**config.mk**
```make
export PLATFORM = sky130hd
export DESIGN_NAME = sdrq_cell
export DESIGN_NICKNAME = d
export VERILOG_FILES = /design/src/hdl/sdrq_pkg.sv /design/src/hdl/sdrq_cell.sv
export SDC_FILE = /design/constraint.sdc
export NUM_CORES = 1
export LEC_CHECK = 0
export BUFFER_PORTS_ARGS = -buffer_cell sky130_fd_sc_hd__buf_4
export CAP_MARGIN = 15
export CORE_MARGIN = 2
export CORE_UTILIZATION = 48
export CTS_CLUSTER_DIAMETER = 100
export DETAILED_ROUTE_END_ITERATION = 6
export PLACE_DENSITY_LB_ADDON = 0.15
export SKIP_CTS_REPAIR_TIMING = 1
export SLEW_MARGIN = 20
export SYNTH_ARGS = -nofsm -noshare
export SYNTH_HDL_FRONTEND = slang
export SYNTH_SLANG_ARGS = --single-unit
```
**constraint.sdc**
```tcl
create_clock -name clock -period 11.64 [get_ports clock]
set_input_delay 1.746 -clock clock [delete_from_list [all_inputs] [get_ports clock]]
set_output_delay 1.746 -clock clock [all_outputs]
set_load 0.01 [all_outputs]
```
**src/hdl/sdrq_pkg.sv**
```systemverilog
package sdrq_pkg;

   // Field widths of the payload.
   localparam int FUNC_W     = 2;
   localparam int ID_W       = 6;
   localparam int TICK_W     = 32;
   localparam int ID_SLOTS   = 64;
   localparam int REQ_DATA_W = 40;
   localparam int RSP_DATA_W = 40;

   // Request kinds carried in req_tuser.
   typedef enum logic [FUNC_W-1:0] {
      FUNC_TICK  = 2'd0,
      FUNC_QUERY = 2'd1,
      FUNC_REL   = 2'd2,
      FUNC_ABS   = 2'd3
   } func_type;

   // Result kinds carried in rsp_tuser.
   typedef enum logic [1:0] {
      KIND_RELEASE = 2'd0,
      KIND_TIME    = 2'd1,
      KIND_REJECT  = 2'd2
   } kind_type;

   // Operation broadcast to every cell of the chain.
   typedef enum logic [1:0] {
      OP_HOLD   = 2'd0,
      OP_INSERT = 2'd1,
      OP_POP    = 2'd2
   } op_type;

   // One slot of the sorted list.
   typedef struct packed {
      logic              valid;
      logic [TICK_W-1:0] deadline;
      logic [ID_W-1:0]   task_id;
   } entry_type;

   // Command bus from the controller to the cells.
   typedef struct packed {
      op_type            op;
      logic [TICK_W-1:0] deadline;
      logic [ID_W-1:0]   task_id;
   } cell_cmd_type;

endpackage

```
**src/hdl/sdrq_cell.sv**
```systemverilog
module sdrq_cell
   import sdrq_pkg::*;
(
   input  logic         clock,
   input  logic         reset,
   input  cell_cmd_type cmd,
   input  entry_type    left_entry,
   input  logic         left_after,
   input  entry_type    right_entry,
   output entry_type    entry,
   output logic         after
);

   logic              valid_ff, valid_in;
   logic [TICK_W-1:0] deadline_ff, deadline_in;
   logic [ID_W-1:0]   task_ff, task_in;

   // This slot sorts ahead of the new deadline; equal deadlines go behind the new one.
   assign after = valid_ff && (deadline_ff < cmd.deadline);

   assign entry.valid    = valid_ff;
   assign entry.deadline = deadline_ff;
   assign entry.task_id  = task_ff;

   // Keep, take the new entry, or shift in from a neighbor.
   always_comb begin
      valid_in    = valid_ff;
      deadline_in = deadline_ff;
      task_in     = task_ff;
      case (cmd.op)
         OP_INSERT: begin
            if (!left_after) begin
               valid_in    = left_entry.valid;
               deadline_in = left_entry.deadline;
               task_in     = left_entry.task_id;
            end else if (!after) begin
               valid_in    = 1'b1;
               deadline_in = cmd.deadline;
               task_in     = cmd.task_id;
            end
         end
         OP_POP: begin
            valid_in    = right_entry.valid;
            deadline_in = right_entry.deadline;
            task_in     = right_entry.task_id;
         end
         default: begin
         end
      endcase
   end

   always_ff @(posedge clock) begin
      if (reset) begin
         valid_ff <= 1'b0;
      end else begin
         valid_ff <= valid_in;
      end
   end

   always_ff @(posedge clock) begin
      deadline_ff <= deadline_in;
      task_ff     <= task_in;
   end

endmodule

```
==> summary.log <==
[timing] slew at the pin with the worst max-slew slack 0.724 ns
[timing] final setup violation count 0
[power_and_ir_drop] sequential group share of total power 0.404
[critical_path] data arrival time of the worst path 3.32 ns
[synth] proportion of netlist area held by the largest area contributor 0.402
[timing] setup slack after layout 6.57 ns
[timing] accumulated negative setup slack 0 ns
[grt] number of global-route vias before repair 2541
[clock_tree] clock insertion delay at the later pin of the skew report 0.30 ns
[power_and_ir_drop] Clk network pwr share 0.312
[synth] total number of yosys warnings 0
[power_and_ir_drop] areal power density over the cells 105 nW/um^2
[synth] number of unique standard cell types used by synthesis 34
[layout] net total in the final layout 599
[synth] Syn Nets 444
[critical_path] Critical Path Fanout Max 3
[route] Total Routed Length 7320 um
[floorplanning] die extent in x 80.9 um
[clock_tree] number of buffers created by CTS 5
[synth] leading area contributor after synthesis edfxtp_1
[timing] part of the cycle the worst path needs 0.435
[synth] synthesized netlist cell count 292
[grt] largest net degree at the start of global routing 78
[power_and_ir_drop] Leakage 0.00209 uW
[critical_path] Worst setup EP type output port
[critical_path] data required time of the worst path 9.89 ns
[power_and_ir_drop] PnR Total Power 444 uW
[grt] initial antenna violation count 0
[clock_tree] # clock sinks 39
[route] number of vias per cell 5.00
[synth] number of synthesized register bits 39
[timing] count of endpoints failing hold in the final timing report 0
[layout] signed area change from the synthesized netlist to the final layout 49.4%
[placed_design] Place WS 6.57 ns
[route] number of nets still failing antenna checks after routing 0
[clock_tree] CTS clk-pin slew, worst paths 0.08 ns
[critical_path] WS Path Type in2out
[power_and_ir_drop] IR Drop Worst-Case VDD 0.0645 mV
[floorplanning] initial core utilization 0.489
[run_status] run status completed
[route] average wire length per cell after detail routing 14.0 um
[clock_tree] cell at the root of the clock tree clkbuf_8
[grt] wire length of the first global-routing pass 11500 um
[power_and_ir_drop] net switching power 118 uW
[critical_path] Critical Path Start Type input pin
[layout] n_diodes 0
[clock_tree] maximum buffer depth of the clock tree 2
[timing] unrepaired setup endpoints after global routing false
[synth] combined area of all synthesized cells 2840 um^2
[timing] Pins Over Slew Limit 0
[power_and_ir_drop] Gate power share 0.284
[timing] Max Fclk 0.197 GHz
[layout] Non-Filler Instances 523
[timing] Final min period 5.07 ns
[timing] worst setup skew after layout 0.00656 ns
[power_and_ir_drop] internal power 326 uW
[placed_design] IO buf count 160
[route] overall via count from detail_route 2615
[floorplanning] die area 6550 um^2
[floorplanning] I/O pins 161
[route] post-detailed-route DRC marker count 0
[grt] grt total ovfl 0
[layout] ratio of cells with drive above 1 in the final layout 0.397
[timing] normalized max-slew margin 0.517
[placed_design] cell count after placement 515
[synth] number of enable flip-flop cells after synthesis 38
[flow_run] count of max-cap constraint violations 0
[synth] largest cells by area after synthesis edfxtp_1 40%, ha_1 14%, mux2i_1 13%
[floorplanning] Core Box Area 5820 um^2
[floorplanning] die height 80.9 um
[synth] average cell area after synthesis 9.73 um^2
[clock_tree] maximum level of the CTS H-tree 2
[grt] total global routing track utilization 0.227
[route] DRT Pass-1 Iters 4
[placed_design] Final GP Congestion 0.754
[clock_tree] TritonCTS clock tree built
[route] DRT iter0 DRCs 69
[floorplanning] Rows 28
[synth] sequential share of the synthesized area 0.409
[power_and_ir_drop] Net Sw Frac 0.266
[worst_hold_path] min-delay worst type reg2reg
[placed_design] placed wire-length estimate 5570 um
[synth] Post-synth ARST share 0
[synth] most used flip-flop cell after synthesis edfxtp_1
==> layout by cell type (no fill, tap or decap), drive strengths merged, types with 4 or more instances in the layout <==
cell type and count:
nand2 50, a21oi 10, nand2b 4, clkbuf 5, ha 31, mux2i 38
edfxtp 38, inv 31, buf 162, nor2 5, o21ai 43
==> final timing paths <==
kind              slack [ns]                         to                 startpoint  depth (start not counted)
hold / removal          0.80      valid_ff$_SDFFE_PP0P_      valid_ff$_SDFFE_PP0P_                          4
hold reg to reg         0.80      valid_ff$_SDFFE_PP0P_      valid_ff$_SDFFE_PP0P_                          4
setup / recovery        6.57                      after                    cmd[36]                          9
setup reg to reg        8.91  deadline_ff[12]$_DFFE_PP_  deadline_ff[30]$_DFFE_PP_                          8
==> registers in the layout, indices dropped and copies added (netlist names) <==
signal	count
task_ff	6
deadline_ff	32
valid_ff	1
==> logic make-up after synthesis <==
family | after synthesis | share of synthesized area
DFF | 39 | 0.409
adders and majority gates | 31 | 0.137
AOI/OAI and AO/OA | 66 | 0.134
buffers and inverters | 45 | 0.0643
muxes | 38 | 0.134
and+or+nand+nor | 73 | 0.123
==> metal layers <==
metal | track usage | routed length (um)
met2 | 0.420 | 3780
met5 | 0 | 0
met1 | 0.250 | 2820
met3 | 0.0744 | 650
met4 | 0.0559 | 70
==> cell type report <==
class / instances / area (um^2)
clock buffer: 5 / 68.8
tap: 75 / 93.8
clock inverter: 3 / 67.6
timing repair buffer: 162 / 1220
fill: 421 / 1570
multi-input combinational: 208 / 1520
inverter: 31 / 116
sequential: 39 / 1160
==> stage by stage <==
stage / cell area [um^2] / hold slack [ns] / utilization
4_1_cts: 4240 / 0.809 / 0.730
2_1_floorplan: 2840 / 0.711 / -
3_5_place_dp: 4110 / 0.779 / 0.706
5_1_grt: 4240 / 0.848 / 0.730
3_3_place_gp: 4110 / 0.755 / 0.706
6_report: 4240 / 0.804 / 0.730
==> synth_stat cells, types with 2 or more instances <==
| cell | count |
|---|---|
| nand2_1 | 50 |
| o21ai_0 | 42 |
| edfxtp_1 | 38 |
| mux2i_1 | 38 |
| ha_1 | 31 |
| inv_1 | 31 |
| a21oi_1 | 10 |
| buf_2 | 8 |
| clkbuf_1 | 5 |
| nand2b_1 | 4 |
| nor2_1 | 4 |
| a221oi_1 | 3 |
| nand3_1 | 3 |
| nor2b_1 | 3 |
| and4_1 | 2 |
| nand4_2 | 2 |
==> power groups by stage <==
stage | sequential [uW] | combinational [uW] | clock, uW
global placement | 182 | 124 | 0
floorplan | 189 | 54.5 | 0
global route | 181 | 140 | 146
finish | 179 | 126 | 138
detailed placement | 182 | 127 | 0
CTS | 179 | 127 | 141
==> critical path, stage by stage <==
cell and delay (ns):
buf_4 0.09, inv_1 0.04, ha_1 0.32, nand4_2 0.16
nor4_4 0.36, nand2_1 0.11, o22ai_2 0.25, nor2_2 0.08
buf_4 0.16
No activity file was read; power rests on OpenSTA's default activity.
